[src/rtl/ubod_pkg.sv]
// ----------------------------------------------------------------------------
// ubod_pkg - shared types and constants
// Scan limit, derived widths, the queue entry passed from the front end to
// the scoring back end, and the codes for how the byte order was decided.
// ----------------------------------------------------------------------------
package ubod_pkg;

    localparam int SCAN_LIMIT = 400;
    localparam int POS_W      = $clog2(SCAN_LIMIT + 1);
    localparam int CNT_W      = $clog2(SCAN_LIMIT / 4 + 1);
    localparam int Q_DEPTH    = 4;
    localparam int QPTR_W     = $clog2(Q_DEPTH);
    localparam int QCNT_W     = $clog2(Q_DEPTH + 1);

    localparam logic [7:0] PLANE_MAX = 8'h10;
    localparam logic [7:0] BOM_HI    = 8'hFF;
    localparam logic [7:0] BOM_LO    = 8'hFE;

    typedef enum logic [1:0] {
        DEC_BOM     = 2'd0,
        DEC_SCORE   = 2'd1,
        DEC_DEFAULT = 2'd2
    } t_decided_by;

    // one entry per accepted byte
    typedef struct packed {
        logic inv_be;
        logic inv_le;
        logic p0_be;
        logic p0_le;
        logic last;
        logic bom_le;
        logic bom_be;
    } t_entry;

endpackage

[src/rtl/ubod_if.sv]
// ----------------------------------------------------------------------------
// ubod_if - stream interfaces
// Byte input channel and result output channel, valid/ready handshake.
// ----------------------------------------------------------------------------
interface ubod_in_if;
    logic       valid;
    logic       ready;
    logic [7:0] data_byte;
    logic       last_byte;

    modport source (output valid, data_byte, last_byte, input ready);
    modport sink   (input valid, data_byte, last_byte, output ready);
endinterface

interface ubod_out_if;
    logic       valid;
    logic       ready;
    logic       big_endian;
    logic [1:0] decided_by;

    modport source (output valid, big_endian, decided_by, input ready);
    modport sink   (input valid, big_endian, decided_by, output ready);
endinterface

[src/rtl/ubod_front.sv]
// ----------------------------------------------------------------------------
// ubod_front - byte intake and word classification
// Tracks the byte position, assembles 4-byte words, flags each whole word
// for both byte orders and follows the byte order mark over the lead bytes.
// ----------------------------------------------------------------------------
module ubod_front (
    input  logic              i_clk,
    input  logic              i_rst_n,
    ubod_in_if.sink           i_in,
    input  logic              i_q_full,
    output logic              o_push,
    output ubod_pkg::t_entry  o_entry
);
    import ubod_pkg::*;

    logic [POS_W-1:0] r_pos, n_pos;
    logic [7:0]       r_word [3];
    logic             r_le_ok, n_le_ok;
    logic             r_be_ok, n_be_ok;
    logic             w_in_scan;
    logic [1:0]       w_lane;
    logic             w_word_done;
    logic [7:0]       w_le_pat, w_be_pat;
    logic [7:0]       b0, b1, b2, b3;

    assign i_in.ready = !i_q_full;
    assign o_push     = i_in.valid && i_in.ready;

    assign w_in_scan   = r_pos < POS_W'(SCAN_LIMIT);
    assign w_lane      = r_pos[1:0];
    assign w_word_done = w_in_scan && (w_lane == 2'd3);

    assign b0 = r_word[0];
    assign b1 = r_word[1];
    assign b2 = r_word[2];
    assign b3 = i_in.data_byte;

    // expected mark byte at this lane for either order
    always_comb begin
        case (w_lane)
            2'd0:    begin w_le_pat = BOM_HI; w_be_pat = 8'h00;  end
            2'd1:    begin w_le_pat = BOM_LO; w_be_pat = 8'h00;  end
            2'd2:    begin w_le_pat = 8'h00;  w_be_pat = BOM_LO; end
            default: begin w_le_pat = 8'h00;  w_be_pat = BOM_HI; end
        endcase
    end

    always_comb begin
        n_le_ok = r_le_ok;
        n_be_ok = r_be_ok;
        if (r_pos < POS_W'(4)) begin
            n_le_ok = r_le_ok && (i_in.data_byte == w_le_pat);
            n_be_ok = r_be_ok && (i_in.data_byte == w_be_pat);
        end
        n_pos = w_in_scan ? r_pos + POS_W'(1) : r_pos;
    end

    always_comb begin
        o_entry        = '0;
        o_entry.last   = i_in.last_byte;
        o_entry.bom_le = n_le_ok && (r_pos >= POS_W'(3));
        o_entry.bom_be = n_be_ok && (r_pos >= POS_W'(3));
        if (w_word_done) begin
            o_entry.inv_be = (b0 != 8'h00) || (b1 > PLANE_MAX);
            o_entry.inv_le = (b3 != 8'h00) || (b2 > PLANE_MAX);
            o_entry.p0_be  = (b0 == 8'h00) && (b1 == 8'h00) &&
                             ((b2 != 8'h00) || (b3 != 8'h00));
            o_entry.p0_le  = ((b0 != 8'h00) || (b1 != 8'h00)) &&
                             (b2 == 8'h00) && (b3 == 8'h00);
        end
    end

    always_ff @(posedge i_clk) begin
        if (!i_rst_n) begin
            r_pos   <= '0;
            r_le_ok <= 1'b1;
            r_be_ok <= 1'b1;
        end else if (o_push) begin
            if (i_in.last_byte) begin
                // start a fresh buffer
                r_pos   <= '0;
                r_le_ok <= 1'b1;
                r_be_ok <= 1'b1;
            end else begin
                r_pos   <= n_pos;
                r_le_ok <= n_le_ok;
                r_be_ok <= n_be_ok;
            end
        end
    end

    always_ff @(posedge i_clk) begin
        if (o_push && w_in_scan && (w_lane != 2'd3)) begin
            r_word[w_lane] <= i_in.data_byte;
        end
    end

endmodule

[src/rtl/ubod_queue.sv]
// ----------------------------------------------------------------------------
// ubod_queue - classified word queue
// Small FIFO that decouples the front end from the scoring back end.
// ----------------------------------------------------------------------------
module ubod_queue (
    input  logic              i_clk,
    input  logic              i_rst_n,
    input  logic              i_push,
    input  ubod_pkg::t_entry  i_entry,
    output logic              o_full,
    input  logic              i_pop,
    output ubod_pkg::t_entry  o_entry,
    output logic              o_empty
);
    import ubod_pkg::*;

    t_entry            r_mem [Q_DEPTH];
    logic [QPTR_W-1:0] r_wr_ptr, r_rd_ptr;
    logic [QCNT_W-1:0] r_count;

    assign o_full  = r_count == QCNT_W'(Q_DEPTH);
    assign o_empty = r_count == '0;
    assign o_entry = r_mem[r_rd_ptr];

    always_ff @(posedge i_clk) begin
        if (!i_rst_n) begin
            r_wr_ptr <= '0;
            r_rd_ptr <= '0;
            r_count  <= '0;
        end else begin
            if (i_push) r_wr_ptr <= r_wr_ptr + QPTR_W'(1);
            if (i_pop)  r_rd_ptr <= r_rd_ptr + QPTR_W'(1);
            case ({i_push, i_pop})
                2'b10:   r_count <= r_count + QCNT_W'(1);
                2'b01:   r_count <= r_count - QCNT_W'(1);
                default: r_count <= r_count;
            endcase
        end
    end

    always_ff @(posedge i_clk) begin
        if (i_push) r_mem[r_wr_ptr] <= i_entry;
    end

endmodule

[src/rtl/ubod_back.sv]
// ----------------------------------------------------------------------------
// ubod_back - scoring and decision
// Counts plane-zero and invalid words for both orders and, on the last
// entry of a buffer, loads the decision into the output register.
// ----------------------------------------------------------------------------
module ubod_back (
    input  logic              i_clk,
    input  logic              i_rst_n,
    input  logic              i_default_be,
    input  logic              i_q_empty,
    input  ubod_pkg::t_entry  i_entry,
    output logic              o_pop,
    ubod_out_if.source        o_out
);
    import ubod_pkg::*;

    logic [CNT_W-1:0] r_inv_be, r_inv_le, r_p0_be, r_p0_le;
    logic [CNT_W-1:0] n_inv_be, n_inv_le, n_p0_be, n_p0_le;
    logic [CNT_W:0]   w_lhs, w_rhs;
    logic             r_valid;
    logic             r_big;
    t_decided_by      r_by;
    logic             n_big;
    t_decided_by      n_by;

    // hold a last entry until the output register is free
    assign o_pop = !i_q_empty && (!i_entry.last || !r_valid || o_out.ready);

    assign n_inv_be = r_inv_be + CNT_W'(i_entry.inv_be);
    assign n_inv_le = r_inv_le + CNT_W'(i_entry.inv_le);
    assign n_p0_be  = r_p0_be  + CNT_W'(i_entry.p0_be);
    assign n_p0_le  = r_p0_le  + CNT_W'(i_entry.p0_le);

    assign w_lhs = {1'b0, n_p0_be} + {1'b0, n_inv_le};
    assign w_rhs = {1'b0, n_p0_le} + {1'b0, n_inv_be};

    always_comb begin
        if (i_entry.bom_le) begin
            n_big = 1'b0;
            n_by  = DEC_BOM;
        end else if (i_entry.bom_be) begin
            n_big = 1'b1;
            n_by  = DEC_BOM;
        end else if (w_lhs > w_rhs) begin
            n_big = 1'b1;
            n_by  = DEC_SCORE;
        end else if (w_rhs > w_lhs) begin
            n_big = 1'b0;
            n_by  = DEC_SCORE;
        end else begin
            n_big = i_default_be;
            n_by  = DEC_DEFAULT;
        end
    end

    always_ff @(posedge i_clk) begin
        if (!i_rst_n) begin
            r_inv_be <= '0;
            r_inv_le <= '0;
            r_p0_be  <= '0;
            r_p0_le  <= '0;
            r_valid  <= 1'b0;
        end else begin
            if (o_pop) begin
                if (i_entry.last) begin
                    r_inv_be <= '0;
                    r_inv_le <= '0;
                    r_p0_be  <= '0;
                    r_p0_le  <= '0;
                end else begin
                    r_inv_be <= n_inv_be;
                    r_inv_le <= n_inv_le;
                    r_p0_be  <= n_p0_be;
                    r_p0_le  <= n_p0_le;
                end
            end
            if (o_pop && i_entry.last) begin
                r_valid <= 1'b1;
            end else if (o_out.ready) begin
                r_valid <= 1'b0;
            end
        end
    end

    always_ff @(posedge i_clk) begin
        if (o_pop && i_entry.last) begin
            r_big <= n_big;
            r_by  <= n_by;
        end
    end

    assign o_out.valid      = r_valid;
    assign o_out.big_endian = r_big;
    assign o_out.decided_by = r_by;

endmodule

[src/rtl/utf32_byte_order_detector.sv]
// ----------------------------------------------------------------------------
// utf32_byte_order_detector - UTF-32 byte order detection
// Takes a buffer one byte at a time and gives one byte order decision on
// its last byte.
// ----------------------------------------------------------------------------
// The block takes one byte per clock cycle, back to back, across any number
// of buffers. The front end classifies each byte in the cycle it is taken
// and writes it to a four-entry queue; the back end drains one entry per
// cycle into the score counters. When the last entry is popped, the decision
// is loaded into the output register. A stalled result holds the back end on
// that buffer's last entry, and the byte input stalls only once the queue is
// full. The user must write the tie default only while no buffer is in flight;
// the block does not enforce this. It applies from the next result.
// ----------------------------------------------------------------------------
module utf32_byte_order_detector (
    input  logic       i_clk,
    input  logic       i_rst_n,
    input  logic       i_cfg_we,
    input  logic       i_cfg_wdata,
    ubod_in_if.sink    i_in,
    ubod_out_if.source o_out
);
    import ubod_pkg::*;

    logic   r_default_be;
    logic   w_push, w_pop, w_full, w_empty;
    t_entry w_front_entry, w_back_entry;

    always_ff @(posedge i_clk) begin
        if (!i_rst_n) begin
            r_default_be <= 1'b0;
        end else if (i_cfg_we) begin
            r_default_be <= i_cfg_wdata;
        end
    end

    ubod_front u_front (
        .i_clk    (i_clk),
        .i_rst_n  (i_rst_n),
        .i_in     (i_in),
        .i_q_full (w_full),
        .o_push   (w_push),
        .o_entry  (w_front_entry)
    );

    ubod_queue u_queue (
        .i_clk   (i_clk),
        .i_rst_n (i_rst_n),
        .i_push  (w_push),
        .i_entry (w_front_entry),
        .o_full  (w_full),
        .i_pop   (w_pop),
        .o_entry (w_back_entry),
        .o_empty (w_empty)
    );

    ubod_back u_back (
        .i_clk        (i_clk),
        .i_rst_n      (i_rst_n),
        .i_default_be (r_default_be),
        .i_q_empty    (w_empty),
        .i_entry      (w_back_entry),
        .o_pop        (w_pop),
        .o_out        (o_out)
    );

    // a default decision carries the configured fallback
    a_default_matches_cfg: assert property (@(posedge i_clk) disable iff (!i_rst_n)
        (o_out.valid && (o_out.decided_by == DEC_DEFAULT)) |->
            (o_out.big_endian == r_default_be))
        else $error("default decision does not match configured fallback");

    a_decided_code: assert property (@(posedge i_clk) disable iff (!i_rst_n)
        o_out.valid |-> (o_out.decided_by == DEC_BOM || o_out.decided_by == DEC_SCORE ||
                         o_out.decided_by == DEC_DEFAULT))
        else $error("result carries an unknown decision code");

    // a mark cannot be seen in both orders at once
    a_bom_exclusive: assert property (@(posedge i_clk) disable iff (!i_rst_n)
        w_push |-> !(w_front_entry.bom_le && w_front_entry.bom_be))
        else $error("byte order mark matched both orders");

    a_quiet_after_reset: assert property (@(posedge i_clk)
        $past(!i_rst_n) |-> !o_out.valid)
        else $error("result valid straight after reset");

endmodule

[src/flat_wrapper.sv]
// flat-port wrapper written by rule: the top's interface ports become plain ports
module utf32_byte_order_detector_flat import ubod_pkg::*;
  (i_clk, i_rst_n, i_cfg_we, i_cfg_wdata, i_in_valid, i_in_data_byte, i_in_last_byte, i_in_ready, o_out_valid, o_out_big_endian, o_out_decided_by, o_out_ready);
  ubod_in_if i_in_i ();
  ubod_out_if o_out_i ();
  input  logic i_clk;
  input  logic i_rst_n;
  input  logic i_cfg_we;
  input  logic i_cfg_wdata;
  input wire logic [$bits(i_in_i.valid)-1:0] i_in_valid;
  input wire logic [$bits(i_in_i.data_byte)-1:0] i_in_data_byte;
  input wire logic [$bits(i_in_i.last_byte)-1:0] i_in_last_byte;
  output wire logic [$bits(i_in_i.ready)-1:0] i_in_ready;
  output wire logic [$bits(o_out_i.valid)-1:0] o_out_valid;
  output wire logic [$bits(o_out_i.big_endian)-1:0] o_out_big_endian;
  output wire logic [$bits(o_out_i.decided_by)-1:0] o_out_decided_by;
  input wire logic [$bits(o_out_i.ready)-1:0] o_out_ready;
  assign i_in_i.valid = i_in_valid;
  assign i_in_i.data_byte = i_in_data_byte;
  assign i_in_i.last_byte = i_in_last_byte;
  assign i_in_ready = i_in_i.ready;
  assign o_out_valid = o_out_i.valid;
  assign o_out_big_endian = o_out_i.big_endian;
  assign o_out_decided_by = o_out_i.decided_by;
  assign o_out_i.ready = o_out_ready;
  utf32_byte_order_detector u_core (.i_clk(i_clk), .i_rst_n(i_rst_n), .i_cfg_we(i_cfg_we), .i_cfg_wdata(i_cfg_wdata), .i_in(i_in_i), .o_out(o_out_i));
endmodule
[config.mk]
export PLATFORM = sky130hd
export DESIGN_NAME = utf32_byte_order_detector_flat
export DESIGN_NICKNAME = d
export VERILOG_FILES = /design/src/rtl/ubod_pkg.sv /design/src/rtl/ubod_if.sv /design/src/rtl/ubod_front.sv /design/src/rtl/ubod_queue.sv /design/src/rtl/ubod_back.sv /design/src/rtl/utf32_byte_order_detector.sv /design/src/flat_wrapper.sv
export SDC_FILE = /design/constraint.sdc
export NUM_CORES = 1
export LEC_CHECK = 0
export BUFFER_PORTS_ARGS = -buffer_cell sky130_fd_sc_hd__buf_4
export CORE_ASPECT_RATIO = 1.4
export CORE_UTILIZATION = 50
export DETAILED_ROUTE_END_ITERATION = 10
export PLACE_DENSITY = 0.69
export SLEW_MARGIN = 20
export SYNTH_ARGS = -nofsm -noshare
export SYNTH_HDL_FRONTEND = slang
export SYNTH_HIERARCHICAL = 1
export SYNTH_SLANG_ARGS = --single-unit
[constraint.sdc]
create_clock -name i_clk -period 10 [get_ports i_clk]
set_clock_uncertainty 0.2 [all_clocks]
set_input_delay 3 -clock i_clk [delete_from_list [all_inputs] [get_ports i_clk]]
set_output_delay 3 -clock i_clk [all_outputs]
set_load 0.01 [all_outputs]
==> results of run 1 <==
-- cells in the mapped netlist (2+ instances only) --
| master | count | share of area, % |
|---|---|---|
| edfxtp_1 | 55 | 30 |
| clkbuf_1 | 6 | 0.41 |
| nor2_1 | 35 | 2.4 |
| o21a_1 | 6 | 0.82 |
| xor2_1 | 15 | 2.4 |
| a21boi_1 | 2 | 0.27 |
| a21oi_1 | 26 | 2.4 |
| inv_1 | 23 | 1.6 |
| nor4_1 | 3 | 0.34 |
| dfxtp_1 | 50 | 18 |
| a211oi_1 | 3 | 0.41 |
| or4_1 | 7 | 0.95 |
| nand2_1 | 21 | 1.4 |
| a21boi_0 | 9 | 1.2 |
| nand4_1 | 5 | 0.57 |
| mux2i_1 | 3 | 0.54 |
| fa_1 | 3 | 1.1 |
| a22oi_1 | 6 | 0.82 |
| nor3b_1 | 9 | 1.2 |
| nor2b_1 | 20 | 2.3 |
| a311oi_1 | 2 | 0.32 |
| mux4_2 | 7 | 2.9 |
| ha_1 | 39 | 8.8 |
| buf_6 | 2 | 0.41 |
| xnor2_1 | 16 | 2.5 |
| a21o_1 | 4 | 0.54 |
| a41o_1 | 8 | 1.5 |
| nand2b_1 | 4 | 0.45 |
| o21ai_0 | 20 | 1.8 |
| o31ai_1 | 2 | 0.27 |
| buf_2 | 7 | 0.63 |
| o211ai_1 | 5 | 0.68 |
| and2_1 | 13 | 1.5 |
| nor3_1 | 11 | 1.0 |
| nand3_1 | 16 | 1.5 |
| nand3b_1 | 4 | 0.54 |
| or3_1 | 5 | 0.57 |
| a31oi_1 | 4 | 0.45 |
| and3_1 | 13 | 1.5 |
-- power groups by stage --
stage	Sequential [W]	Combinational, W	Clock [W]
floorplan	0.000542	0.000351	0
global placement	0.000553	0.000441	0
detailed placement	0.000556	0.000451	0
CTS	0.000546	0.000456	0.000356
global route	0.000552	0.000502	0.000376
finish	0.000544	0.000451	0.000346
-- metal layers --
layer / wire, um / up-vias / share of wire (%)
li1: - / 1896 / -
met1: 4270 / 1813 / 41
met2: 5870 / 48 / 56
met3: 226 / 7 / 2.2
met4: 120 / 0 / 1.1
met5: 0 / - / 0
-- how the worst max path moves through the flow --
stage,endpoint,slack [ns]
after floorplan,u_core/u_queue/r_count[2],5.07
after detailed placement,u_core/u_queue/r_count[2],4.39
after global placement,u_core/u_queue/r_count[2],4.47
after global routing,u_core/u_queue/r_count[2],4.54
after CTS,u_core/u_queue/r_count[2],4.74
final,u_core/u_queue/r_count[2],4.71
-- tightest hold or removal path, stage by stage, from the launching register on --
cell and delay (ns):
dfxtp_1 0.31, nor2_1 0.09, a21oi_1 0.04
-- cells in the final DEF (no fill, tap or decap), drive strengths merged, types with 8 or more instances in the layout --
master / synthesis / layout
dfxtp: 50 / 50
nand2: 22 / 22
and3: 13 / 13
nor2b: 21 / 21
a21oi: 26 / 26
o21ai: 21 / 21
ha: 39 / 39
and2: 13 / 13
xor2: 15 / 15
clkbuf: 7 / 9
a41o: 8 / 8
inv: 24 / 28
xnor2: 16 / 16
buf: 10 / 20
a21boi: 11 / 11
nor3: 11 / 11
nor3b: 9 / 9
nand3: 16 / 16
nor2: 35 / 35
edfxtp: 55 / 55
-- kinds of logic (layout without fill, tap and decap cells) --
logic type / count (synthesis) / after routing / synth area share, %
AND/OR/NAND/NOR: 170 / 170 / 16.8
AO/OA/AOI/OAI: 108 / 108 / 13.5
flip-flops: 105 / 105 / 48.1
adder cells (fa/ha/maj): 42 / 42 / 9.93
buffers and inverters: 42 / 61 / 3.38
XOR/XNOR: 31 / 31 / 4.92
multiplexers: 10 / 10 / 3.40
-- final cells by class --
class,count,area [sq um]
timing repair buffer,20,150
sequential,105,2650
tap,141,176
multi-input combinational,361,2680
inverter,25,93.8
clock inverter,7,80.1
clock buffer,9,225
fill,976,4750
-- stage by stage --
step / utilization [%] / setup WS [ns]
after floorplan: - / 5.07
after global routing: 56.0 / 4.54
after detailed placement: 53.2 / 4.39
after global placement: 53.2 / 4.47
after CTS: 56.0 / 4.74
final: 56.0 / 4.71
-- sequential cells by signal, summed over array words and instances (netlist names), named ones only --
register and cells:
u_core/u_back/o_out.valid 1, u_core/u_queue/r_wr_ptr 2, u_core/u_queue/r_count 3, u_core/u_queue/r_mem 28
u_core/u_queue/r_rd_ptr 2, u_core/u_front/r_be_ok 1, u_core/u_back/r_p0_be 7, u_core/u_back/o_out.big_endian 1
u_core/u_front/r_pos 9, u_core/u_front/r_word 24, u_core/r_default_be 1, u_core/u_back/o_out.decided_by 2
u_core/u_back/r_inv_le 7, u_core/u_front/r_le_ok 1, u_core/u_back/r_p0_le 7, u_core/u_back/r_inv_be 7
==> impl_results.html, run 1 <==
<table>
<tr><th>Metric</th><th>Value</th></tr>
<tr><th colspan="2">Route</th></tr>
<tr><td>Wire length after detailed routing</td><td>10500 um</td></tr>
<tr><td>Drt via density</td><td>5.63</td></tr>
<tr><td>Number of iterations in the first detailed-routing pass</td><td>4</td></tr>
<tr><td>DRC violation count after routing</td><td>0</td></tr>
<tr><td>WL per Instance</td><td>15.7 um</td></tr>
<tr><td>Routed vias</td><td>3764</td></tr>
<tr><td>Violation count after the first detailed-routing iteration</td><td>168</td></tr>
<tr><td>Number of nets still failing antenna checks after routing</td><td>0</td></tr>
<tr><th colspan="2">Hold path</th></tr>
<tr><td>Worst min path class</td><td>flop to flop</td></tr>
<tr><td>Hold path start</td><td>u_core/u_front/r_be_ok</td></tr>
<tr><td>Capture endpoint of the worst hold path</td><td>u_core/u_front/r_be_ok</td></tr>
<tr><td>Hold depth</td><td>2</td></tr>
<tr><th colspan="2">Critical path</th></tr>
<tr><td>Crit path launch</td><td>o_out_ready</td></tr>
<tr><td>Buf/Inv on CP</td><td>3</td></tr>
<tr><td>Crit path kind</td><td>input port to flop</td></tr>
<tr><td>Sort of element at the start of the critical path</td><td>input port</td></tr>
<tr><td>Critical path data arrival time</td><td>5.37 ns</td></tr>
<tr><td>Slowest cell delay on critical path</td><td>0.74 ns</td></tr>
<tr><td>Critical path cell sequence</td><td>buf_4, nor2b_1, a21o_1, inv_2, ha_1, inv_1, fa_1, xor2_1, or3_1, a21boi_1</td></tr>
<tr><td>Reg-to-reg critical path endpoint</td><td>u_core/u_back/o_out.decided_by[1]</td></tr>
<tr><td>FF-to-FF setup slack</td><td>5.32 ns</td></tr>
<tr><td>CP max-delay cell</td><td>a21o_1</td></tr>
<tr><td>Cell count along the critical path</td><td>10</td></tr>
<tr><td>R2r worst-path depth</td><td>14</td></tr>
<tr><td>Crit Path Max Fanout</td><td>30</td></tr>
<tr><td>Sort of element at the end of the critical path</td><td>flop</td></tr>
<tr><td>Cell family contributing the most delay on the critical path</td><td>compound AO/OA/AOI/OAI gates</td></tr>
<tr><td>Required time of the critical path</td><td>10.07 ns</td></tr>
<tr><th colspan="2">Power</th></tr>
<tr><td>Switching power share of the total</td><td>34.6%</td></tr>
<tr><td>Overall power after layout</td><td>0.00134 W</td></tr>
<tr><td>Worst ir drop on vdd</td><td>0.143 mV</td></tr>
<tr><td>Design internal power</td><td>0.000877 W</td></tr>
<tr><td>Comb pwr share</td><td>33.6%</td></tr>
<tr><td>Power per unit of standard cell area</td><td>222 mW/mm^2</td></tr>
<tr><td>Psw</td><td>0.000465 W</td></tr>
<tr><td>Clock network fraction of design power</td><td>25.8%</td></tr>
<tr><td>Leak Pwr</td><td>2.36 nW</td></tr>
<tr><td>Sequential share of power</td><td>40.6%</td></tr>
<tr><th colspan="2">Cells and area</th></tr>
<tr><td>Area grow syn2layout</td><td>9.77%</td></tr>
<tr><td>Final nets</td><td>579</td></tr>
<tr><td>Post-route standard cell area excluding fillers</td><td>0.00606 sq mm</td></tr>
<tr><td>Antenna cells</td><td>0</td></tr>
<tr><td>Final non-filler cell total</td><td>668</td></tr>
<tr><td>Proportion of layout cells with a drive suffix above 1</td><td>9.68%</td></tr>
<tr><th colspan="2">STA</th></tr>
<tr><td>Unrepaired setup endpoints after global routing</td><td>no</td></tr>
<tr><td>Transition time of the tightest slew-check pin</td><td>0.912 ns</td></tr>
<tr><td>Tmin final</td><td>5.29 ns</td></tr>
<tr><td>Slew HR</td><td>39.2%</td></tr>
<tr><td>Fin crit share</td><td>52.9%</td></tr>
<tr><td>Final Max Slew Viols</td><td>0</td></tr>
<tr><td>Endpoints failing setup</td><td>0</td></tr>
<tr><td>Final Hold Fails</td><td>0</td></tr>
<tr><td>Max frequency</td><td>0.189 GHz</td></tr>
<tr><td>WHS</td><td>0.285 ns</td></tr>
<tr><td>Total negative setup slack</td><td>0 ns</td></tr>
<tr><th colspan="2">Outcome</th></tr>
<tr><td>Outcome</td><td>finished, final reports clean</td></tr>
<tr><th colspan="2">CTS</th></tr>
<tr><td>H-tree depth</td><td>3</td></tr>
<tr><td>Clock latency at the later pin of the worst-skew pair</td><td>0.34 ns</td></tr>
<tr><td>Clock tree root driver cell</td><td>clkbuf_16</td></tr>
<tr><td>Setup Fix Bufs, Post-CTS</td><td>0</td></tr>
<tr><td>Total of hold buffers inserted after clock tree synthesis</td><td>0</td></tr>
<tr><td>Post-cts sizing count</td><td>0</td></tr>
<tr><td>TritonCTS Buffers</td><td>9</td></tr>
<tr><td>Maximum buffer depth of the clock tree</td><td>2</td></tr>
<tr><td>Number of clock sinks</td><td>105</td></tr>
<tr><td>Clk pin slew, worst setup/hold paths</td><td>0.07 ns</td></tr>
<tr><td>Clock tree from TritonCTS</td><td>built</td></tr>
<tr><th colspan="2">Flow run</th></tr>
<tr><td>Max cap viols</td><td>0</td></tr>
<tr><th colspan="2">GRT</th></tr>
<tr><td>Overflow left after global routing</td><td>0</td></tr>
<tr><td>First-pass GRT wire length</td><td>17700 um</td></tr>
<tr><td>Busiest layer in global routing</td><td>met2</td></tr>
<tr><td>Met3 usage in global routing</td><td>2.94%</td></tr>
<tr><td>Pin count of the biggest net entering global routing</td><td>51</td></tr>
<tr><td>Vias in the first global route</td><td>3811</td></tr>
<tr><td>GRT met1 Usage</td><td>21.2%</td></tr>
<tr><td>GRT Total Usage</td><td>19.3%</td></tr>
<tr><td>Met2 track demand over resource</td><td>38.0%</td></tr>
<tr><td>Number of antenna violations at the first check in global routing</td><td>0</td></tr>
<tr><th colspan="2">Die</th></tr>
<tr><td>Effective utilization at floorplan</td><td>51.0%</td></tr>
<tr><td>Die area</td><td>0.0115 sq mm</td></tr>
<tr><td>Row cnt</td><td>45</td></tr>
<tr><td>Number of top-level pins</td><td>20</td></tr>
<tr><td>Std-Cell Core Area</td><td>0.0108 sq mm</td></tr>
<tr><td>Overall die height</td><td>126 um</td></tr>
<tr><td>Die X-Extent</td><td>90.8 um</td></tr>
<tr><th colspan="2">Synthesis</th></tr>
<tr><td>Cells after Synth</td><td>508</td></tr>
<tr><td>Number of nets produced by synthesis</td><td>565</td></tr>
<tr><td>Total number of yosys warnings</td><td>6</td></tr>
<tr><td>Number of distinct library cells after synthesis</td><td>58</td></tr>
<tr><td>Sequential share of the synthesized area</td><td>48.1%</td></tr>
<tr><td>Async SR Flop Fraction</td><td>0%</td></tr>
<tr><td>Post-Syn Area</td><td>0.00552 sq mm</td></tr>
<tr><td>Predominant post-synthesis flop cell</td><td>edfxtp_1</td></tr>
<tr><td>Seq cells post-synth</td><td>105</td></tr>
<tr><td>Syn_area_per_cell</td><td>10.9 sq um</td></tr>
<tr><td>Number of synthesized flops with an enable pin</td><td>55</td></tr>
<tr><th colspan="2">Placed design</th></tr>
<tr><td>Sum of net half-perimeters after detailed placement</td><td>7910 um</td></tr>
<tr><td>Cell total after placement</td><td>652</td></tr>
<tr><td>Count of buffers inserted at the top-level ports</td><td>19</td></tr>
<tr><td>Cell area reported after detailed placement</td><td>0.00575 sq mm</td></tr>
<tr><td>Global placer's final weighted congestion</td><td>0.811</td></tr>
</table>
Note: power is estimated with default switching activity, not from simulation.
==> run 2: changes to the inputs <==
--- a/config.mk
+++ b/config.mk
@@ -5,11 +5,12 @@
 export SDC_FILE = /design/constraint.sdc
 export NUM_CORES = 1
 export LEC_CHECK = 0
+export ABC_AREA = 1
 export BUFFER_PORTS_ARGS = -buffer_cell sky130_fd_sc_hd__buf_4
 export CORE_ASPECT_RATIO = 1.4
 export CORE_UTILIZATION = 50
 export DETAILED_ROUTE_END_ITERATION = 10
-export PLACE_DENSITY = 0.69
+export PLACE_DENSITY = 0.68
 export SLEW_MARGIN = 20
 export SYNTH_ARGS = -nofsm -noshare
 export SYNTH_HDL_FRONTEND = slang
==> constraint.sdc (replaced) <==
create_clock -name i_clk -period 5 [get_ports i_clk]
set_clock_uncertainty 0.2 [all_clocks]
set_input_delay 1.5 -clock i_clk [delete_from_list [all_inputs] [get_ports i_clk]]
set_output_delay 1.5 -clock i_clk [all_outputs]
set_load 0.01 [all_outputs]
==> impl_results.html, run 2 <==
<table>
<tr><th>Metric</th><th>Value</th></tr>
<tr><th colspan="2">STA</th></tr>
<tr><td>Total negative setup slack</td><td>0 ns</td></tr>
<tr><td>Worst setup slack after layout</td><td>0.949 ns</td></tr>
<tr><td>Endpoints failing setup</td><td>0</td></tr>
<tr><td>Final Hold Fails</td><td>0</td></tr>
<tr><td>Slew HR</td><td>54.6%</td></tr>
<tr><td>Max frequency</td><td>0.247 GHz</td></tr>
<tr><td>Final Max Slew Viols</td><td>0</td></tr>
<tr><td>Fin crit share</td><td>81.0%</td></tr>
<tr><td>Transition time of the tightest slew-check pin</td><td>0.678 ns</td></tr>
<tr><td>Tmin final</td><td>4.05 ns</td></tr>
<tr><td>Unrepaired setup endpoints after global routing</td><td>no</td></tr>
<tr><th colspan="2">Cells and area</th></tr>
<tr><td>Most frequent cells in the layout</td><td>nand2_1 (194), inv_1 (95), nor2_1 (69), edfxtp_1 (55), a21oi_1 (53)</td></tr>
<tr><td>Final nets</td><td>796</td></tr>
<tr><td>Leading cell type in the layout, fill and taps excluded</td><td>nand2_1</td></tr>
<tr><td>Top Registers</td><td>u_core/u_queue/r_mem: 28 flops, u_core/u_front/r_word: 24 flops, u_core/u_front/r_pos: 9 flops</td></tr>
<tr><td>Fill cell total of the finished layout</td><td>1046</td></tr>
<tr><td>Final non-filler cell total</td><td>888</td></tr>
<tr><td>Utilization of the core after routing</td><td>56.1%</td></tr>
<tr><td>Area grow syn2layout</td><td>9.29%</td></tr>
<tr><td>Proportion of layout cells with a drive suffix above 1</td><td>8.20%</td></tr>
<tr><td>Number of flip-flops in the largest register</td><td>28</td></tr>
<tr><td>Antenna cells</td><td>0</td></tr>
<tr><td>Post-route standard cell area excluding fillers</td><td>0.00636 sq mm</td></tr>
<tr><td>Register with the most flip-flops</td><td>u_core/u_queue/r_mem</td></tr>
<tr><th colspan="2">Critical path</th></tr>
<tr><td>Crit path kind</td><td>flop to flop</td></tr>
<tr><td>Buf/Inv on CP</td><td>2</td></tr>
<tr><td>Cell family contributing the most delay on the critical path</td><td>simple AND/OR/NAND/NOR gates</td></tr>
<tr><td>R2r worst-path depth</td><td>20</td></tr>
<tr><td>Critical path data arrival time</td><td>3.95 ns</td></tr>
<tr><td>CP max-delay cell</td><td>dfxtp_1</td></tr>
<tr><td>Critical path cell sequence</td><td>inv_2, o21ai_1, o22ai_1, ha_1, ha_1, nand3_1, nand2_1, nand2_1, inv_1, ha_1, nand2_1, or2_2, nand4_1, nand2_1, ha_1, nand2_1, nor2_1, nand2_1, nand2_1, a21oi_1</td></tr>
<tr><td>Cell count along the critical path</td><td>20</td></tr>
<tr><td>Sort of element at the start of the critical path</td><td>flop</td></tr>
<tr><td>Sort of element at the end of the critical path</td><td>flop</td></tr>
<tr><td>Most used cell, CP</td><td>nand2_1</td></tr>
<tr><td>Required time of the critical path</td><td>4.90 ns</td></tr>
<tr><td>Slowest cell delay on critical path</td><td>0.62 ns</td></tr>
<tr><td>Crit Path Max Fanout</td><td>15</td></tr>
<tr><th colspan="2">Route</th></tr>
<tr><td>DRC violation count after routing</td><td>0</td></tr>
<tr><td>Number of iterations in the first detailed-routing pass</td><td>5</td></tr>
<tr><td>Violation count after the first detailed-routing iteration</td><td>201</td></tr>
<tr><td>Drt via density</td><td>5.20</td></tr>
<tr><td>Routed vias</td><td>4615</td></tr>
<tr><td>Number of nets still failing antenna checks after routing</td><td>0</td></tr>
<tr><td>WL per Instance</td><td>12.8 um</td></tr>
<tr><td>Wire length after detailed routing</td><td>11400 um</td></tr>
<tr><th colspan="2">Power</th></tr>
<tr><td>Switching power share of the total</td><td>38.7%</td></tr>
<tr><td>Clock network fraction of design power</td><td>24.6%</td></tr>
<tr><td>Leak Pwr</td><td>2.81 nW</td></tr>
<tr><td>Comb pwr share</td><td>37.1%</td></tr>
<tr><td>Design internal power</td><td>0.00174 W</td></tr>
<tr><td>Worst ir drop on vdd</td><td>0.233 mV</td></tr>
<tr><td>Sequential share of power</td><td>38.3%</td></tr>
<tr><td>Power per unit of standard cell area</td><td>448 mW/mm^2</td></tr>
<tr><td>Psw</td><td>0.00110 W</td></tr>
<tr><th colspan="2">Die</th></tr>
<tr><td>Overall die height</td><td>130 um</td></tr>
<tr><td>Number of top-level pins</td><td>20</td></tr>
<tr><td>Effective utilization at floorplan</td><td>51.3%</td></tr>
<tr><td>Die area</td><td>0.0121 sq mm</td></tr>
<tr><td>Row cnt</td><td>46</td></tr>
<tr><td>Std-Cell Core Area</td><td>0.0113 sq mm</td></tr>
<tr><td>Die X-Extent</td><td>93.2 um</td></tr>
<tr><th colspan="2">CTS</th></tr>
<tr><td>TritonCTS Buffers</td><td>9</td></tr>
<tr><td>Number of clock sinks</td><td>105</td></tr>
<tr><td>H-tree depth</td><td>3</td></tr>
<tr><td>Post-cts sizing count</td><td>0</td></tr>
<tr><td>Clk pin slew, worst setup/hold paths</td><td>0.08 ns</td></tr>
<tr><td>Clock tree from TritonCTS</td><td>built</td></tr>
<tr><td>Clock latency at the later pin of the worst-skew pair</td><td>0.35 ns</td></tr>
<tr><td>Maximum buffer depth of the clock tree</td><td>2</td></tr>
<tr><td>Total of hold buffers inserted after clock tree synthesis</td><td>0</td></tr>
<tr><td>Clock tree root driver cell</td><td>clkbuf_16</td></tr>
<tr><td>Setup Fix Bufs, Post-CTS</td><td>0</td></tr>
<tr><th colspan="2">GRT</th></tr>
<tr><td>Vias in the first global route</td><td>4531</td></tr>
<tr><td>Number of antenna violations at the first check in global routing</td><td>0</td></tr>
<tr><td>Overflow left after global routing</td><td>0</td></tr>
<tr><td>First-pass GRT wire length</td><td>19700 um</td></tr>
<tr><td>GRT Total Usage</td><td>20.7%</td></tr>
<tr><td>Pin count of the biggest net entering global routing</td><td>30</td></tr>
<tr><th colspan="2">Synthesis</th></tr>
<tr><td>Async SR Flop Fraction</td><td>0%</td></tr>
<tr><td>Cell taking the most area after synthesis</td><td>edfxtp_1</td></tr>
<tr><td>Leading post-synthesis cells by cell area</td><td>edfxtp_1 (28%), dfxtp_1 (17%), nand2_1 (13%)</td></tr>
<tr><td>Number of nets produced by synthesis</td><td>779</td></tr>
<tr><td>Sequential share of the synthesized area</td><td>45.6%</td></tr>
<tr><td>Count leader, synth</td><td>nand2_1</td></tr>
<tr><td>Total number of yosys warnings</td><td>6</td></tr>
<tr><td>Syn_area_per_cell</td><td>8.05 sq um</td></tr>
<tr><td>Most frequent cells after synthesis</td><td>nand2_1 (194), inv_1 (95), nor2_1 (69)</td></tr>
<tr><td>Post-Syn Area</td><td>0.00582 sq mm</td></tr>
<tr><td>Number of distinct library cells after synthesis</td><td>37</td></tr>
<tr><td>Seq cells post-synth</td><td>105</td></tr>
<tr><td>Cells after Synth</td><td>722</td></tr>
<tr><td>Share of the synthesized area in the top cell type</td><td>28.4%</td></tr>
<tr><td>Predominant post-synthesis flop cell</td><td>edfxtp_1</td></tr>
<tr><td>Number of synthesized flops with an enable pin</td><td>55</td></tr>
<tr><th colspan="2">Placed design</th></tr>
<tr><td>Global placer's final weighted congestion</td><td>0.853</td></tr>
<tr><td>Sum of net half-perimeters after detailed placement</td><td>8580 um</td></tr>
<tr><td>Post-Place Setup Slack</td><td>0.996 ns</td></tr>
<tr><td>Cell total after placement</td><td>872</td></tr>
<tr><td>Count of buffers inserted at the top-level ports</td><td>19</td></tr>
<tr><td>Cell area reported after detailed placement</td><td>0.00605 sq mm</td></tr>
<tr><th colspan="2">Outcome</th></tr>
<tr><td>Outcome</td><td>finished, final reports clean</td></tr>
<tr><th colspan="2">Hold path</th></tr>
<tr><td>Hold depth</td><td>2</td></tr>
<tr><td>Worst min path class</td><td>flop to flop</td></tr>
<tr><th colspan="2">Flow run</th></tr>
<tr><td>Max cap viols</td><td>0</td></tr>
</table>
run 2: layer usage:
layer  wire length, um  vias up  GRT usage [%]
met3               279       22           3.52
li1                  -     2382              -
met5                 0        -              0
met4               267        0           8.96
met1              4650     2134           22.1
met2              6180       77           39.5
run 2: metrics by stage:
stage / hold slack, ns / power (W)
floorplan: 0.212 / 0.00190
global placement: 0.224 / 0.00210
detailed placement: 0.253 / 0.00215
CTS: 0.272 / 0.00286
global route: 0.299 / 0.00307
finish: 0.271 / 0.00284
run 2: final timing paths:
path / start / to / slack, ns
worst max register to register: flop / u_core/u_back/o_out.decided_by[0] / 0.95
worst min register to register: u_core/u_front/r_be_ok / u_core/u_front/r_be_ok / 0.27
worst min-delay path: u_core/u_front/r_be_ok / u_core/u_front/r_be_ok / 0.27
worst max-delay path: flop / u_core/u_back/o_out.decided_by[0] / 0.95
run 2: power by group through the flow:
stage	clock [W]	sequential (W)	combinational, W
final	0.000701	0.00109	0.00105
after global routing	0.000751	0.00111	0.00121
after CTS	0.000719	0.00109	0.00105
after detailed placement	0	0.00111	0.00104
after global placement	0	0.00110	0.000995
after floorplan	0	0.00109	0.000810
run 2: final cells by class:
cell class,instances,area (sq um),area share [%]
multi-input cells,501,2690,42.3
flip-flops and latches,105,2650,41.7
inverters,102,385,6.06
clock buffers,9,225,3.54
well taps,144,180,2.83
repair buffers,20,150,2.36
clock inverters,7,76.3,1.20
run 2: kinds of logic (layout without fill, tap and decap cells):
family | count (synthesis) | after routing | synth area share [%]
buf+inv | 116 | 138 | 8.28
fa+ha+maj | 42 | 42 | 9.42
simple gates | 347 | 347 | 25.2
xor+xnor | 13 | 13 | 1.96
flops | 105 | 105 | 45.6
compound gates | 99 | 99 | 9.49
run 2: worst reg2reg max path: stages (launching register included):
cell and delay, ns:
dfxtp_1 0.62, inv_2 0.22, o21ai_1 0.17, o22ai_1 0.09, ha_1 0.27, ha_1 0.27, nand3_1 0.11, nand2_1 0.06
nand2_1 0.06, inv_1 0.06, ha_1 0.34, nand2_1 0.08, or2_2 0.31, nand4_1 0.08, nand2_1 0.07, ha_1 0.28
nand2_1 0.07, nor2_1 0.18, nand2_1 0.09, nand2_1 0.11, a21oi_1 0.09
